==> src/design/jdsu_pkg.sv <==
// ----------------------------------------------------------------------------
// jdsu_pkg
// Shared types, constants and the token table for the data string unwrapper.
// ----------------------------------------------------------------------------
package jdsu_pkg;

    localparam int unsigned QUEUE_DEPTH = 4;

    localparam logic [7:0] CH_QUOTE     = 8'h22;
    localparam logic [7:0] CH_COLON     = 8'h3A;
    localparam logic [7:0] CH_BACKSLASH = 8'h5C;
    localparam logic [7:0] CH_SPACE     = 8'h20;

    // index of the closing quote of the token
    localparam logic [2:0] TOKEN_LAST = 3'd5;

    typedef enum logic [3:0] {
        PH_M0    = 4'd0,
        PH_M1    = 4'd1,
        PH_M2    = 4'd2,
        PH_M3    = 4'd3,
        PH_M4    = 4'd4,
        PH_M5    = 4'd5,
        PH_COLON = 4'd6,
        PH_QUOTE = 4'd7,
        PH_STR   = 4'd8,
        PH_ESC   = 4'd9
    } phase_t;

    typedef struct packed {
        logic [7:0] data;
        logic       has;
        logic       last;
    } res_t;

    typedef struct packed {
        logic wr;
        res_t res;
    } qwr_t;

    // the six bytes of "data" with its quotes
    function automatic logic [7:0] token_byte(input logic [2:0] idx);
        logic [7:0] r;
        case (idx)
            3'd0:    r = CH_QUOTE;
            3'd1:    r = 8'h64;
            3'd2:    r = 8'h61;
            3'd3:    r = 8'h74;
            3'd4:    r = 8'h61;
            3'd5:    r = CH_QUOTE;
            default: r = 8'h00;
        endcase
        return r;
    endfunction

    function automatic phase_t search_step(input logic [3:0] matched,
                                           input logic [7:0] b);
        logic [3:0] m;
        phase_t     r;
        m = (matched > {1'b0, TOKEN_LAST}) ? 4'd0 : matched;
        if (b == token_byte(m[2:0]))
        begin
            r = (m == {1'b0, TOKEN_LAST}) ? PH_COLON : phase_t'(m + 4'd1);
        end
        else if (b == CH_QUOTE)
        begin
            r = PH_M1;
        end
        else
        begin
            r = PH_M0;
        end
        return r;
    endfunction

endpackage

==> src/design/jdsu_front.sv <==
// ----------------------------------------------------------------------------
// jdsu_front
// Parse state machine: classifies each accepted byte and writes its result.
// ----------------------------------------------------------------------------
module jdsu_front
(
    input  logic              clk,
    input  logic              rst_n,
    input  logic              push,
    input  logic [7:0]        in_byte,
    input  logic              msg_end,
    input  logic              q_full,
    output logic              full,
    output jdsu_pkg::qwr_t    qwr
);

    jdsu_pkg::phase_t phase_reg;
    jdsu_pkg::phase_t phase_next;
    jdsu_pkg::phase_t step_phase;
    logic             pass;
    logic             accept;

    assign full   = q_full;
    assign accept = push & ~q_full;

    always_ff @(posedge clk or negedge rst_n)
    begin
        if (!rst_n)
        begin
            phase_reg <= jdsu_pkg::PH_M0;
        end
        else
        begin
            phase_reg <= phase_next;
        end
    end

    always_comb
    begin
        pass       = 1'b1;
        step_phase = phase_reg;
        case (phase_reg)
            jdsu_pkg::PH_COLON:
            begin
                if (in_byte <= jdsu_pkg::CH_SPACE)
                    step_phase = jdsu_pkg::PH_COLON;
                else if (in_byte == jdsu_pkg::CH_COLON)
                    step_phase = jdsu_pkg::PH_QUOTE;
                else
                    step_phase = jdsu_pkg::PH_M0;
            end
            jdsu_pkg::PH_QUOTE:
            begin
                if (in_byte <= jdsu_pkg::CH_SPACE)
                begin
                    step_phase = jdsu_pkg::PH_QUOTE;
                end
                else if (in_byte == jdsu_pkg::CH_QUOTE)
                begin
                    // opening quote is dropped
                    step_phase = jdsu_pkg::PH_STR;
                    pass       = 1'b0;
                end
                else
                begin
                    step_phase = jdsu_pkg::PH_M0;
                end
            end
            jdsu_pkg::PH_STR:
            begin
                if (in_byte == jdsu_pkg::CH_BACKSLASH)
                begin
                    step_phase = jdsu_pkg::PH_ESC;
                    pass       = 1'b0;
                end
                else if (in_byte == jdsu_pkg::CH_QUOTE)
                begin
                    step_phase = jdsu_pkg::PH_M0;
                    pass       = 1'b0;
                end
                else
                begin
                    step_phase = jdsu_pkg::PH_STR;
                end
            end
            jdsu_pkg::PH_ESC:
            begin
                step_phase = jdsu_pkg::PH_STR;
            end
            default:
            begin
                step_phase = jdsu_pkg::search_step(phase_reg, in_byte);
            end
        endcase

        phase_next = phase_reg;
        if (accept)
            phase_next = msg_end ? jdsu_pkg::PH_M0 : step_phase;

        qwr.wr       = accept;
        qwr.res.data = pass ? in_byte : 8'h00;
        qwr.res.has  = pass;
        qwr.res.last = msg_end;
    end

    // end of message always returns to token search
    a_end_resets: assert property (@(posedge clk) disable iff (!rst_n)
        (accept && msg_end) |=> (phase_reg == jdsu_pkg::PH_M0))
        else $error("phase not cleared after message end");

    // bytes are only dropped at the opening quote or inside a string
    a_drop_place: assert property (@(posedge clk) disable iff (!rst_n)
        (accept && !qwr.res.has) |->
            (phase_reg == jdsu_pkg::PH_QUOTE || phase_reg == jdsu_pkg::PH_STR))
        else $error("byte dropped outside a string");

    // an escaped byte is always passed on
    a_esc_pass: assert property (@(posedge clk) disable iff (!rst_n)
        (accept && phase_reg == jdsu_pkg::PH_ESC) |-> qwr.res.has)
        else $error("escaped byte dropped");

endmodule

==> src/design/jdsu_queue.sv <==
// ----------------------------------------------------------------------------
// jdsu_queue
// Short result queue between the parser and the output stage.
// ----------------------------------------------------------------------------
module jdsu_queue
#(
    parameter int unsigned DEPTH = jdsu_pkg::QUEUE_DEPTH
)
(
    input  logic           clk,
    input  logic           rst_n,
    input  jdsu_pkg::qwr_t qwr,
    input  logic           rd,
    output logic           q_full,
    output logic           q_empty,
    output jdsu_pkg::res_t rd_res
);

    localparam int unsigned AW = (DEPTH > 1) ? $clog2(DEPTH) : 1;
    localparam int unsigned CW = $clog2(DEPTH + 1);
    localparam logic [AW-1:0] PTR_MAX = AW'(DEPTH - 1);
    localparam logic [CW-1:0] CNT_MAX = CW'(DEPTH);

    jdsu_pkg::res_t  slot_reg [DEPTH];
    logic [AW-1:0]   wptr_reg;
    logic [AW-1:0]   wptr_next;
    logic [AW-1:0]   rptr_reg;
    logic [AW-1:0]   rptr_next;
    logic [CW-1:0]   count_reg;
    logic [CW-1:0]   count_next;
    logic            do_wr;
    logic            do_rd;

    assign q_full  = (count_reg == CNT_MAX);
    assign q_empty = (count_reg == '0);
    assign do_wr   = qwr.wr & ~q_full;
    assign do_rd   = rd & ~q_empty;
    assign rd_res  = slot_reg[rptr_reg];

    always_comb
    begin
        wptr_next  = wptr_reg;
        rptr_next  = rptr_reg;
        count_next = count_reg;
        if (do_wr)
            wptr_next = (wptr_reg == PTR_MAX) ? '0 : wptr_reg + AW'(1);
        if (do_rd)
            rptr_next = (rptr_reg == PTR_MAX) ? '0 : rptr_reg + AW'(1);
        if (do_wr && !do_rd)
            count_next = count_reg + CW'(1);
        else if (do_rd && !do_wr)
            count_next = count_reg - CW'(1);
    end

    always_ff @(posedge clk or negedge rst_n)
    begin
        if (!rst_n)
        begin
            wptr_reg  <= '0;
            rptr_reg  <= '0;
            count_reg <= '0;
        end
        else
        begin
            wptr_reg  <= wptr_next;
            rptr_reg  <= rptr_next;
            count_reg <= count_next;
        end
    end

    always_ff @(posedge clk)
    begin
        if (do_wr)
            slot_reg[wptr_reg] <= qwr.res;
    end

    a_count_range: assert property (@(posedge clk) disable iff (!rst_n)
        count_reg <= CNT_MAX)
        else $error("queue count out of range");

    // a simultaneous write and read leaves the fill level unchanged
    a_count_hold: assert property (@(posedge clk) disable iff (!rst_n)
        (do_wr && do_rd) |=> (count_reg == $past(count_reg)))
        else $error("queue count moved on write plus read");

endmodule

==> src/design/jdsu_back.sv <==
// ----------------------------------------------------------------------------
// jdsu_back
// Output stage: holds the oldest result and refills from the queue.
// ----------------------------------------------------------------------------
module jdsu_back
(
    input  logic           clk,
    input  logic           rst_n,
    input  logic           q_empty,
    input  jdsu_pkg::res_t rd_res,
    input  logic           pop,
    output logic           rd,
    output logic           empty,
    output logic [7:0]     out_byte,
    output logic           has_byte,
    output logic           out_last
);

    logic           valid_reg;
    logic           valid_next;
    jdsu_pkg::res_t hold_reg;
    logic           load;

    // refill when the stage is free or being drained this cycle
    assign load  = ~q_empty & (~valid_reg | pop);
    assign rd    = load;
    assign empty = ~valid_reg;

    always_comb
    begin
        valid_next = valid_reg;
        if (load)
            valid_next = 1'b1;
        else if (pop)
            valid_next = 1'b0;
    end

    always_ff @(posedge clk or negedge rst_n)
    begin
        if (!rst_n)
        begin
            valid_reg <= 1'b0;
        end
        else
        begin
            valid_reg <= valid_next;
        end
    end

    always_ff @(posedge clk)
    begin
        if (load)
            hold_reg <= rd_res;
    end

    assign out_byte = hold_reg.data;
    assign has_byte = hold_reg.has;
    assign out_last = hold_reg.last;

endmodule

==> src/design/json_data_string_unwrapper.sv <==
// ----------------------------------------------------------------------------
// json_data_string_unwrapper
// Passes message bytes through and unwraps the string values of "data" keys.
// ----------------------------------------------------------------------------
// path: an accepted byte is written into the result queue, then loaded into the output stage
// throughput: one byte per cycle in and out while the queue is not full and pop is held
// the result queue plus the output stage let input run on while results wait
// reset: asynchronous, clears the parse phase to token search and empties the queue
module json_data_string_unwrapper
#(
    parameter int unsigned QUEUE_DEPTH = jdsu_pkg::QUEUE_DEPTH
)
(
    input  logic       clk,
    input  logic       rst_n,
    input  logic       push,
    output logic       full,
    input  logic [7:0] in_byte,
    input  logic       msg_end,
    output logic       empty,
    input  logic       pop,
    output logic [7:0] out_byte,
    output logic       has_byte,
    output logic       out_last
);

    jdsu_pkg::qwr_t qwr;
    jdsu_pkg::res_t rd_res;
    logic           q_full;
    logic           q_empty;
    logic           rd;

    jdsu_front u_front
    (
        .clk     (clk),
        .rst_n   (rst_n),
        .push    (push),
        .in_byte (in_byte),
        .msg_end (msg_end),
        .q_full  (q_full),
        .full    (full),
        .qwr     (qwr)
    );

    jdsu_queue #(
        .DEPTH (QUEUE_DEPTH)
    ) u_queue
    (
        .clk     (clk),
        .rst_n   (rst_n),
        .qwr     (qwr),
        .rd      (rd),
        .q_full  (q_full),
        .q_empty (q_empty),
        .rd_res  (rd_res)
    );

    jdsu_back u_back
    (
        .clk      (clk),
        .rst_n    (rst_n),
        .q_empty  (q_empty),
        .rd_res   (rd_res),
        .pop      (pop),
        .rd       (rd),
        .empty    (empty),
        .out_byte (out_byte),
        .has_byte (has_byte),
        .out_last (out_last)
    );

endmodule

==> config.mk <==
export PLATFORM = sky130hd
export DESIGN_NAME = json_data_string_unwrapper
export DESIGN_NICKNAME = d
export VERILOG_FILES = /design/src/design/jdsu_pkg.sv /design/src/design/jdsu_front.sv /design/src/design/jdsu_queue.sv /design/src/design/jdsu_back.sv /design/src/design/json_data_string_unwrapper.sv
export SDC_FILE = /design/constraint.sdc
export NUM_CORES = 1
export LEC_CHECK = 0
export ABC_AREA = 1
export BUFFER_PORTS_ARGS = -buffer_cell sky130_fd_sc_hd__buf_2
export CORE_ASPECT_RATIO = 0.75
export CORE_MARGIN = 5
export CORE_UTILIZATION = 35
export CTS_BUF_LIST = sky130_fd_sc_hd__clkbuf_16
export CTS_CLUSTER_SIZE = 16
export DETAILED_ROUTE_END_ITERATION = 16
export SLEW_MARGIN = 25
export SYNTH_ARGS = -nofsm -noshare
export SYNTH_HDL_FRONTEND = slang
export SYNTH_HIERARCHICAL = 1
export SYNTH_SLANG_ARGS = --single-unit
==> constraint.sdc <==
create_clock -name clk -period 6.48 [get_ports clk]
set_clock_uncertainty 0.15 [all_clocks]
set_input_delay 0.648 -clock clk [delete_from_list [all_inputs] [get_ports clk]]
set_output_delay 0.648 -clock clk [all_outputs]
set_load 0.005 [all_outputs]
# Yosys cells after proc, flatten, opt, wreduce, memory -nomap -nowiden
# Memory sizes are Yosys's and may differ from the RTL's. A register that Yosys moved wholly into a read port is not among the register bits.
# Cells that the tools add are included.
[totals]
register_bits = 12
ram_bits = 40
out_inout_bits = 12
word_cells = 76
memories = 1
[mem_list]
columns = ["name", "words", "width", "read_ports", "rd_ports_with_merged_regs", "write_ports", "line", "text"]
rows = [
  ["u_queue.slot_reg", 4, 10, 1, 1, 1, "jdsu_queue.sv:24", "jdsu_pkg::res_t slot_reg [DEPTH];"],
]
[op_classes]
add_sub_neg = 5
n_lt_le_gt_ge = 2
n_eq_ne = 17
muxes = 27
bitwise_logic = 8
reduce_logical = 11
[op_table]
columns = ["operator", "n"]
rows = [
  ["2-to-1 mux 4 bit", 9],
  ["case mux 7 bit (4 select lines)", 1],
  ["equality test 8 x 6 -> 1 bit, second input constant", 2],
  ["2-to-1 mux 8 bit", 2],
  ["case mux 4 bit (4 select lines)", 1],
  ["equality test 4 x 3 -> 1 bit, second input constant", 3],
  ["equality test 3 bit, second input constant", 3],
  ["2-to-1 mux 3 bit", 3],
  ["equality test 4 bit, second input constant", 2],
  ["equality test 8 x 7 -> 1 bit, second input constant", 1],
  ["equality test 8 bit", 1],
  ["less-or-equal comparator 8 x 6 -> 1 bit, second input constant", 1],
  ["2-to-1 mux 1 bit", 8],
  ["equality test 3 x 2 -> 1 bit, second input constant", 2],
  ["logical NOT 3 bit", 2],
  ["adder 2 x 1 -> 2 bit, second input constant", 2],
  ["adder 4 x 1 -> 4 bit, second input constant", 1],
  ["AND 1 bit", 4],
  ["equality test 2 bit, second input constant", 2],
  ["greater-than comparator 4 x 3 -> 1 bit, second input constant", 1],
  ["2-to-1 mux 2 bit", 2],
  ["nonzero test 2 bit", 2],
  ["OR reduction 2 bit", 2],
  ["OR reduction 4 bit", 1],
  ["other kinds (8)", 12],
]

# Depth between registers and ports, before layout
# Gate-level depths: netlist of the first run.
[logic_depth]
word_depth = 10
mapped_depth = 17
depth_no_buf = 17

# Cells and area by module
# The synthesis of the first run kept the hierarchy.
[modules_own_cells]
columns = ["mod", "instances", "cells_per_inst", "area_per_inst_um2", "seq_area_each_um2"]
rows = [
  ["jdsu_queue", 1, 177, 2085.8, 1376.3],
  ["jdsu_front", 1, 143, 798.3, 100.1],
  ["jdsu_back", 1, 15, 346.6, 325.3],
]

# Worst setup path before layout of the first run
# OpenSTA, ideal clock, no wires.
[synth_timing]
kind = "input to register"
startpoint = "input port pop"
endpoint = "register u_queue.count_reg[1]"
setup_ns = 0.126
arrival_ns = 2.327
t_required_ns = 6.204
setup_slack_ns = 3.876
path_stages = 8
path_buffers = 0
cell_sequence = "inv_1 -> a21oi_1 -> nand2_1 -> ha_1 -> inv_1 -> fa_1 -> nand2_1 -> o21ai_0"
[synth_via]
elab_chain_len = 6
elab_cells_between_ends = 8
[synth_rtl]
columns = ["item", "line", "text"]
rows = [
  ["from (decl)", "json_data_string_unwrapper.sv:21", "input logic pop,"],
  ["OR 1 bit", "jdsu_back.sv:25", "assign load = ~q_empty & (~valid_reg | pop);"],
  ["AND 1 bit", "jdsu_back.sv:25", ""],
  ["named net rd", "json_data_string_unwrapper.sv:31", "logic rd;"],
  ["AND 1 bit", "jdsu_queue.sv:37", "assign do_rd = rd & ~q_empty;"],
  ["logical NOT 1 bit", "jdsu_queue.sv:49", "if (do_wr && !do_rd)"],
  ["logical AND 1 bit", "jdsu_queue.sv:49", ""],
  ["2-to-1 mux 3 bit", "jdsu_queue.sv:49", ""],
  ["named net u_queue.count_next[1]", "jdsu_queue.sv:30", "logic [CW-1:0] count_next;"],
  ["to (signal assigned)", "jdsu_queue.sv:67", "count_reg <= count_next;"],
  ["to (decl)", "jdsu_queue.sv:29", "logic [CW-1:0] count_reg;"],
]
# The timed path passes the listed nets, and every way through them passes these cells.
# A chain may end at the register's enable or synchronous reset.

==> summary.txt, run 1 <==
Run status
  – Status: complete, no violations

Synth
  – Sequential-to-total area share from yosys stat: 55.8%
  – #FFs+latches synth: 62
  – Synth cell types: 33
  – Syn nets: 361
  – Cells after Synth: 335
  – Syn Area/Cell: 9.64 sq um
  – Ys Warns: 6
  – Cell area after synthesis: 3230 sq um

Clocking
  – CTS tree: done
  – H-Tree Depth: 3
  – Cts hold-fix bufs: 0
  – Post-CTS Resized: 0
  – Reg clk slew, reported paths: 0.05 ns
  – Worst skew pair latency: 0.33 ns
  – CTS Buffer Depth: 2
  – # Post-CTS Setup Buffers: 0
  – Root buffer cell: clkbuf_16
  – Clock sinks: 62
  – TritonCTS Buffers: 9

Placed design
  – Setup WS pre-CTS: 3.90 ns
  – Post-placement cell count: 477
  – Final GP Congestion: 0.814
  – Placed cell area: 3420 sq um
  – I/O Buffers: 24
  – Detailed Place HPWL: 4.49 mm

STA
  – Final Hold Vio Count: 0
  – Max Freq: 397 MHz
  – Max_slew headroom: 36.9%
  – Final period utilization: 38.9%
  – Sum of negative setup slack: 0 ns
  – Hold_ws: 0.0470 ns
  – Final Max Slew Viols: 0
  – Final Critical Period: 2.52 ns
  – RSZ-0062 raised after global routing: no
  – Final setup vio count: 0
  – Worst slew pin tran: 0.942 ns
  – Worst setup margin: 3.96 ns

Drt
  – Avg WL per Cell: 12.5 um
  – DRT iter0 DRCs: 111
  – Drc violations: 0
  – Vias: 2199
  – DRT Wirelength: 6.18 mm
  – Post-route ant nets: 0
  – First-pass iteration count of the detailed router: 4
  – DR vias/cell: 4.46

Layout
  – Final nets: 386
  – Fin area: 3790 sq um
  – ANT cells: 0
  – Max FFs per register: 40
  – P&R area growth vs syn: 17.4%
  – Post-Layout Cell Count: 493
  – Fillers: 850
  – Share of cells above drive strength 1: 17.3%

Power
  – Worst VDD drop: 0.140 mV
  – P_leak: 1.71 nW
  – Pwr Density: 420 nW/um^2

Global routing
  – GRT Total Usage: 11.9%
  – First-pass GRT wire length: 10.1 mm
  – Largest net degree at the start of global routing: 44
  – Grt ovf: 0
  – Initial antenna violation count: 0
  – Vias in the first global route: 2043

Setup path
  – Crit path buf inv count: 2
  – CP max-delay cell: nor2_1
  – Data required, critical path: 6.28 ns
  – Top Family by Delay on Critical Path: simple AND/OR/NAND/NOR gates
  – Cell with the most instances on the worst path: nor2_1
  – Crit path largest cell delay: 0.74 ns
  – Worst Path Max Fanout: 10
  – CP Launch Type: flip-flop
  – Crit. Startpoint: u_queue/count_reg[0]
  – Arr. time, crit path: 2.32 ns
  – CP endpoint kind: flip-flop
  – Worst setup path category: reg -> reg
  – Reg2reg start: u_queue/count_reg[0]
  – CP Cell Sequence: inv_2 -> nand3_1 -> inv_1 -> nor2_1 -> nand2_2 -> nor2_1

Die
  – # IOs: 25
  – # rows: 30
  – Initial Util: 35.7%
  – DIE WIDTH: 121 um
  – Core area: 9050 sq um
  – Die area: 11300 sq um
  – DIE HEIGHT: 93.2 um

Job
  – Max-Cap Viols: 0

Hold path
  – Type of the worst min-delay path: in -> async
==> metal layers <==
metal  vias up  track usage [%]  part of all wire [%]
met3         5             4.96                   5.0
met1      1009             16.0                    52
met5         -                0                     0
li1       1138                -                     -
met4         0             3.40                  0.74
met2        47             17.5                    42
==> cell usage after synthesis (all sizes together) <==
cell type	n	area share (%)
o211ai	20	5.1
buf	10	2.9
and3	1	0.19
o21ai	9	1.5
fa	1	0.62
a31o	1	0.27
xnor2	1	0.27
clkbuf	2	0.23
nand2	87	11
nand3	22	4.1
nand4	3	0.58
o41ai	1	0.27
nor2	33	4.4
a21oi	4	0.62
nor3	2	0.31
ha	12	4.6
dfrtp	12	9.3
nor4	1	0.19
inv	63	7.4
edfxtp	50	46
==> cells in the final DEF, fill, tap and decap left out, drive strengths merged <==
master	n
nand2	87
inv	64
edfxtp	50
nor2	33
buf	26
nand3	22
o211ai	20
dfrtp	12
ha	12
clkbuf	9
o21ai	9
bufinv	4
a21oi	4
nand4	3
nor3	2
clkinvlp	1
clkinv	1
nor4	1
o41ai	1
and3	1
a31o	1
xnor2	1
fa	1
==> stage by stage <==
| stage | power [mW] | utilization [%] |
|---|---|---|
| 2_1_floorplan | 0.925 | - |
| 3_3_place_gp | 1.01 | 37.8 |
| 3_5_place_dp | 1.02 | 37.8 |
| 4_1_cts | 1.61 | 41.9 |
| 5_1_grt | 1.70 | 41.9 |
| 6_report | 1.59 | 41.9 |
==> cell families (layout without fill, tap and decap cells) <==
logic type               Yosys count  after routing  synth area share [%]
XOR/XNOR                           1              1                 0.271
AO/OA/AOI/OAI                     35             35                  7.78
AND/OR/NAND/NOR                  149            149                  20.3
buffers and inverters             75            105                  10.6
adder cells (fa/ha/maj)           13             13                  5.27
flip-flops                        62             62                  55.8
==> report_power, final <==
part / total, mW / switching (mW) / internal, mW
Clock: 0.588 / 0.172 / 0.416
Combinational: 0.396 / 0.253 / 0.143
Sequential: 0.608 / 0.0465 / 0.561
==> layout make-up <==
cell class	count	area [sq um]	share of cell area, %
Sequential cell	62	1800	47.5
Multi-Input combinational cell	198	1090	28.7
Inverter	63	239	6.30
Clock buffer	9	225	5.94
Tap cell	128	160	4.22
Clock inverter	7	145	3.83
Timing Repair Buffer	26	135	3.56
==> final timing paths <==
path / endpoint / slack [ns] / cells past startpoint
max: u_queue/slot_reg[3][4] / 3.96 / 6
min: u_front/phase_reg[2] / 0.05 / 1
max reg2reg: u_queue/slot_reg[3][4] / 3.96 / 6
min reg2reg: u_queue/count_reg[2] / 0.36 / 2
max in group asynchronous: u_queue/rptr_reg[0] / 5.91 / 1
min in group clk: u_queue/count_reg[2] / 0.36 / 2
No activity file was read; power rests on OpenSTA's default activity.
==> run 2, diff against run 1 <==
clock period = 2.06 ns   (was 6.48 ns; I/O delays follow)
==> summary.txt, run 2 (synthesis gave the netlist of run 1 again) <==
Setup path
  – Worst setup path category: reg -> reg
  – Arr. time, crit path: 2.16 ns
  – CP Launch Type: flip-flop
  – CP endpoint kind: flip-flop
  – Worst Path Max Fanout: 4
  – Data required, critical path: 2.12 ns

STA
  – Max_slew headroom: 67.6%
  – Final setup vio count: 2
  – Max Freq: 477 MHz
  – Final Max Slew Viols: 0
  – Hold_ws: 0.0164 ns
  – Worst slew pin tran: 0.482 ns
  – Final Critical Period: 2.10 ns
  – Worst setup margin: -0.0357 ns
  – Final Hold Vio Count: 0
  – Final period utilization: 102%
  – Sum of negative setup slack: -0.0473 ns
  – RSZ-0062 raised after global routing: yes

Clocking
  – H-Tree Depth: 3
  – CTS Buffer Depth: 2
  – TritonCTS Buffers: 9
  – Root buffer cell: clkbuf_16
  – Reg clk slew, reported paths: 0.05 ns
  – CTS tree: done
  – Worst skew pair latency: 0.32 ns
  – Clock sinks: 62

Die
  – DIE WIDTH: 121 um
  – Core area: 9050 sq um
  – Initial Util: 35.7%
  – # IOs: 25
  – # rows: 30
  – DIE HEIGHT: 93.2 um
  – Die area: 11300 sq um

Hold path
  – Type of the worst min-delay path: in -> reg

Global routing
  – Vias in the first global route: 2267
  – Largest net degree at the start of global routing: 44
  – Initial antenna violation count: 0
  – First-pass GRT wire length: 11.1 mm
  – GRT Total Usage: 12.7%
  – Grt ovf: 0

Drt
  – Avg WL per Cell: 13.2 um
  – Drc violations: 0
  – Vias: 2320
  – DRT iter0 DRCs: 159
  – DR vias/cell: 4.50
  – Post-route ant nets: 0
  – DRT Wirelength: 6.78 mm
  – First-pass iteration count of the detailed router: 4

Job
  – Max-Cap Viols: 0

Layout
  – Fillers: 866
  – Final nets: 408
  – Most common cell after layout, fill and taps aside: nand2_1
  – Share of cells above drive strength 1: 29.7%
  – ANT cells: 0
  – P&R area growth vs syn: 26.9%
  – Most frequent cells in the layout: nand2_1, inv_1, edfxtp_1
  – Max FFs per register: 40

Run status
  – Status: finished with violations
  – Failing checks: setup timing

Power
  – Pwr Density: 1200 nW/um^2
  – Worst VDD drop: 0.521 mV
  – P_leak: 1.80 nW

Placed design
  – Detailed Place HPWL: 4.59 mm
  – Final GP Congestion: 0.817
  – I/O Buffers: 24
## run 2: cell count changes in the layout (fill, tap and decap cells not counted), sizes merged
| cell | before | now |
|---|---|---|
| clkinvlp | 1 | 3 |
| dlygate4sd3 | 0 | 2 |
| buf | 26 | 46 |
| bufinv | 4 | 2 |
## run 2: metal layers
layer	global-route usage, %	wire, um	vias to the layer above	part of all wire [%]
met5	0	0	-	0
met4	4.62	93	0	1.4
met3	3.63	308	9	4.5
met2	20.8	3220	48	47
met1	16.2	3160	1076	47
li1	-	-	1187	-
## run 2: through the flow
step	instances	utilization (%)	power (mW)	setup slack [ns]	instance area [sq um]
detailed placement	492	39.8	3.40	-0.147	3600
finish	515	45.3	4.92	-0.0357	4100
CTS	512	44.3	4.98	-0.0596	4010
global route	515	45.3	5.25	-0.170	4100
floorplan	335	-	3.02	-0.0126	3300
global placement	492	39.8	3.34	-0.0698	3600
## run 2: worst paths after layout
path,startpoint,to,slack [ns],depth (start not counted)
setup / recovery,u_front/phase_reg[2],u_front/phase_reg[0],-0.04,15
setup reg to reg,u_front/phase_reg[2],u_front/phase_reg[0],-0.04,15
hold reg to reg,u_queue/count_reg[0],u_queue/count_reg[0],0.37,1
min in group asynchronous,rst_n,u_front/phase_reg[3],0.16,2
hold / removal,msg_end,u_queue/slot_reg[0][0],0.02,1
max in group asynchronous,rst_n,u_queue/count_reg[0],1.35,2
## run 2: critical path, stage by stage, from the launching register on
cell     delay, ns
dfrtp_1       0.38
inv_2         0.07
o21ai_4       0.22
nor2_4        0.08
ha_4          0.17
ha_4          0.16
inv_4         0.07
o21ai_2       0.05
a21oi_2       0.10
nand3_1       0.08
nor2_2        0.12
nand2_2       0.10
nand2_2       0.07
nand3_2       0.05
nand2_1       0.06
nand2_1       0.04
## run 2: final cells by class
class	instances	area (sq um)	area share, %
timing repair buffer	48	309	7.54
multi-input combinational	198	1270	30.9
sequential	62	1800	44.0
tap	128	160	3.91
clock buffer	9	225	5.49
clock inverter	7	90.1	2.20
inverter	63	244	5.95
## run 2: repair_timing
item,CTS,global route
hold buffers,2,0
endpoints found under the hold margin,13,0
setup endpoints to repair,3,5
gates resized for setup,16,17
setup buffers,2,3
pin swaps,11,11
## run 2: power by group
part	internal [mW]	total [mW]	leakage, nW	switching (mW)
registers	1.77	1.89	0.599	0.125
logic	0.551	1.47	1.06	0.919
clock network	1.05	1.56	0.147	0.511
total	3.37	4.92	1.80	1.55
==> run 3, diff against run 2 <==
CORE_MARGIN = 3   (was 5)
==> summary.txt, run 3 (synthesis gave the netlist of run 1 again) <==
Die
  – Initial Util: 37.1%
  – # rows: 29
  – # IOs: 25
  – DIE WIDTH: 117 um
  – DIE HEIGHT: 89.2 um
  – Core area: 8710 sq um
  – Die area: 10400 sq um

Setup path
  – Arr. time, crit path: 2.18 ns
  – CP endpoint kind: flip-flop
  – Worst Path Max Fanout: 4
  – Worst setup path category: reg -> reg
  – CP Launch Type: flip-flop
  – Data required, critical path: 2.13 ns
  – Reg2Reg Depth: 15

Layout
  – Post-Layout Cell Count: 497
  – Share of cells above drive strength 1: 29.8%
  – ANT cells: 0
  – Final nets: 410
  – Fin util: 46.5%
  – P&R area growth vs syn: 25.3%
  – Fin area: 4050 sq um
  – Most common cell after layout, fill and taps aside: nand2_1
  – Max FFs per register: 40
  – Most frequent cells in the layout: nand2_1, inv_1, edfxtp_1

Clocking
  – TritonCTS Buffers: 9
  – Reg clk slew, reported paths: 0.06 ns
  – H-Tree Depth: 3
  – CTS Buffer Depth: 2
  – Worst skew pair latency: 0.32 ns
  – CTS tree: done
  – Clock sinks: 62
  – Root buffer cell: clkbuf_16

Drt
  – Vias: 2291
  – First-pass iteration count of the detailed router: 4
  – Avg WL per Cell: 12.9 um
  – DRT iter0 DRCs: 136
  – DRT Wirelength: 6.43 mm
  – DR vias/cell: 4.61
  – Drc violations: 0
  – Post-route ant nets: 0

Global routing
  – GRT Total Usage: 13.1%
  – Vias in the first global route: 2084
  – Grt ovf: 0
  – Initial antenna violation count: 0
  – First-pass GRT wire length: 10.3 mm
  – Largest net degree at the start of global routing: 44

Placed design
  – Placed cell area: 3570 sq um
  – Setup WS pre-CTS: -0.128 ns
  – Post-placement cell count: 471
  – Final GP Congestion: 0.889
  – Detailed Place HPWL: 4.45 mm
  – I/O Buffers: 24

STA
  – Final Hold Vio Count: 0
  – RSZ-0062 raised after global routing: yes
  – Final setup vio count: 3
  – Max_slew headroom: 71.8%
  – Max Freq: 473 MHz
  – Hold_ws: 0.0237 ns
  – Final Critical Period: 2.11 ns
  – Worst setup margin: -0.0523 ns
  – Worst slew pin tran: 0.422 ns
  – Final Max Slew Viols: 0
  – Final period utilization: 103%

Hold path
  – Worst hold stages: 1
  – Type of the worst min-delay path: in -> reg

Run status
  – Status: finished with violations
  – Failing checks: setup timing

Power
  – Pwr Density: 1220 nW/um^2
  – Worst VDD drop: 0.432 mV
  – P_leak: 1.80 nW

Job
  – Max-Cap Viols: 0
run 3: changes by cell type in the layout (fill, tap and decap cells not counted), moves of 2 or more:
cell	previous run	this run
inv_6	0	3
inv_4	3	1
inv_2	10	12
clkinvlp_4	3	1
clkinv_4	0	2
nand3_1	15	17
run 3: final cells by class:
cell class	instances	area, sq um
flip-flops and latches	62	1800
well taps	108	135
clock inverters	7	81.3
multi-input cells	198	1240
fillers	792	4660
clock buffers	9	225
inverters	63	239
repair buffers	50	327
run 3: power breakdown:
part | leakage (nW) | internal, mW | switching (mW) | total [mW]
clock network | 0.147 | 0.951 | 0.556 | 1.51
registers | 0.599 | 1.76 | 0.110 | 1.87
logic | 1.06 | 0.600 | 0.942 | 1.54
run 3: final timing paths:
| check | startpoint | slack, ns | to |
|---|---|---|---|
| setup reg to reg | u_front/phase_reg[1] | -0.05 | u_front/phase_reg[0] |
| max in group asynchronous | rst_n | 1.33 | u_queue/count_reg[2] |
| hold reg to reg | u_queue/wptr_reg[1] | 0.39 | u_queue/wptr_reg[1] |
| hold / removal | in_byte[7] | 0.02 | u_queue/slot_reg[0][9] |
| setup / recovery | u_front/phase_reg[1] | -0.05 | u_front/phase_reg[0] |
| min in group asynchronous | rst_n | 0.16 | u_queue/wptr_reg[1] |
run 3: what timing repair did:
| action | CTS | global route |
|---|---|---|
| buffers inserted | 2 | 5 |
| hold buffers | 3 | 0 |
| hold endpoints to repair | 17 | 0 |
| gates resized for setup | 13 | 14 |
| pin swaps | 9 | 11 |
| endpoints found under the setup margin | 3 | 5 |
run 3: routing by layer:
layer / share of wire, % / track usage [%] / vias to the layer above / wire length, um
met3: 4.1 / 4.33 / 4 / 265
met4: 1.0 / 4.17 / 0 / 64
li1: - / - / 1190 / -
met2: 44 / 19.9 / 48 / 2840
met5: 0 / 0 / - / 0
met1: 51 / 17.9 / 1049 / 3260
run 3: critical path, cell delays in order, from the launching register on:
cell and delay [ns]:
dfrtp_1 0.38, inv_4 0.06, o21ai_4 0.21, nor2_4 0.08, ha_4 0.17, ha_4 0.16
inv_2 0.07, o21ai_1 0.06, a21oi_1 0.11, nand3_1 0.09, nor2_2 0.12, nand2_2 0.09
nand2_1 0.07, nand3_1 0.07, nand2_1 0.06, nand2_1 0.05
run 3: through the flow:
step / total power [mW] / TNS, ns
CTS: 4.93 / -0.101
global route: 5.27 / -0.495
finish: 4.92 / -0.0859
floorplan: 3.02 / -0.0126
detailed placement: 3.40 / -0.336
global placement: 3.35 / -0.0246
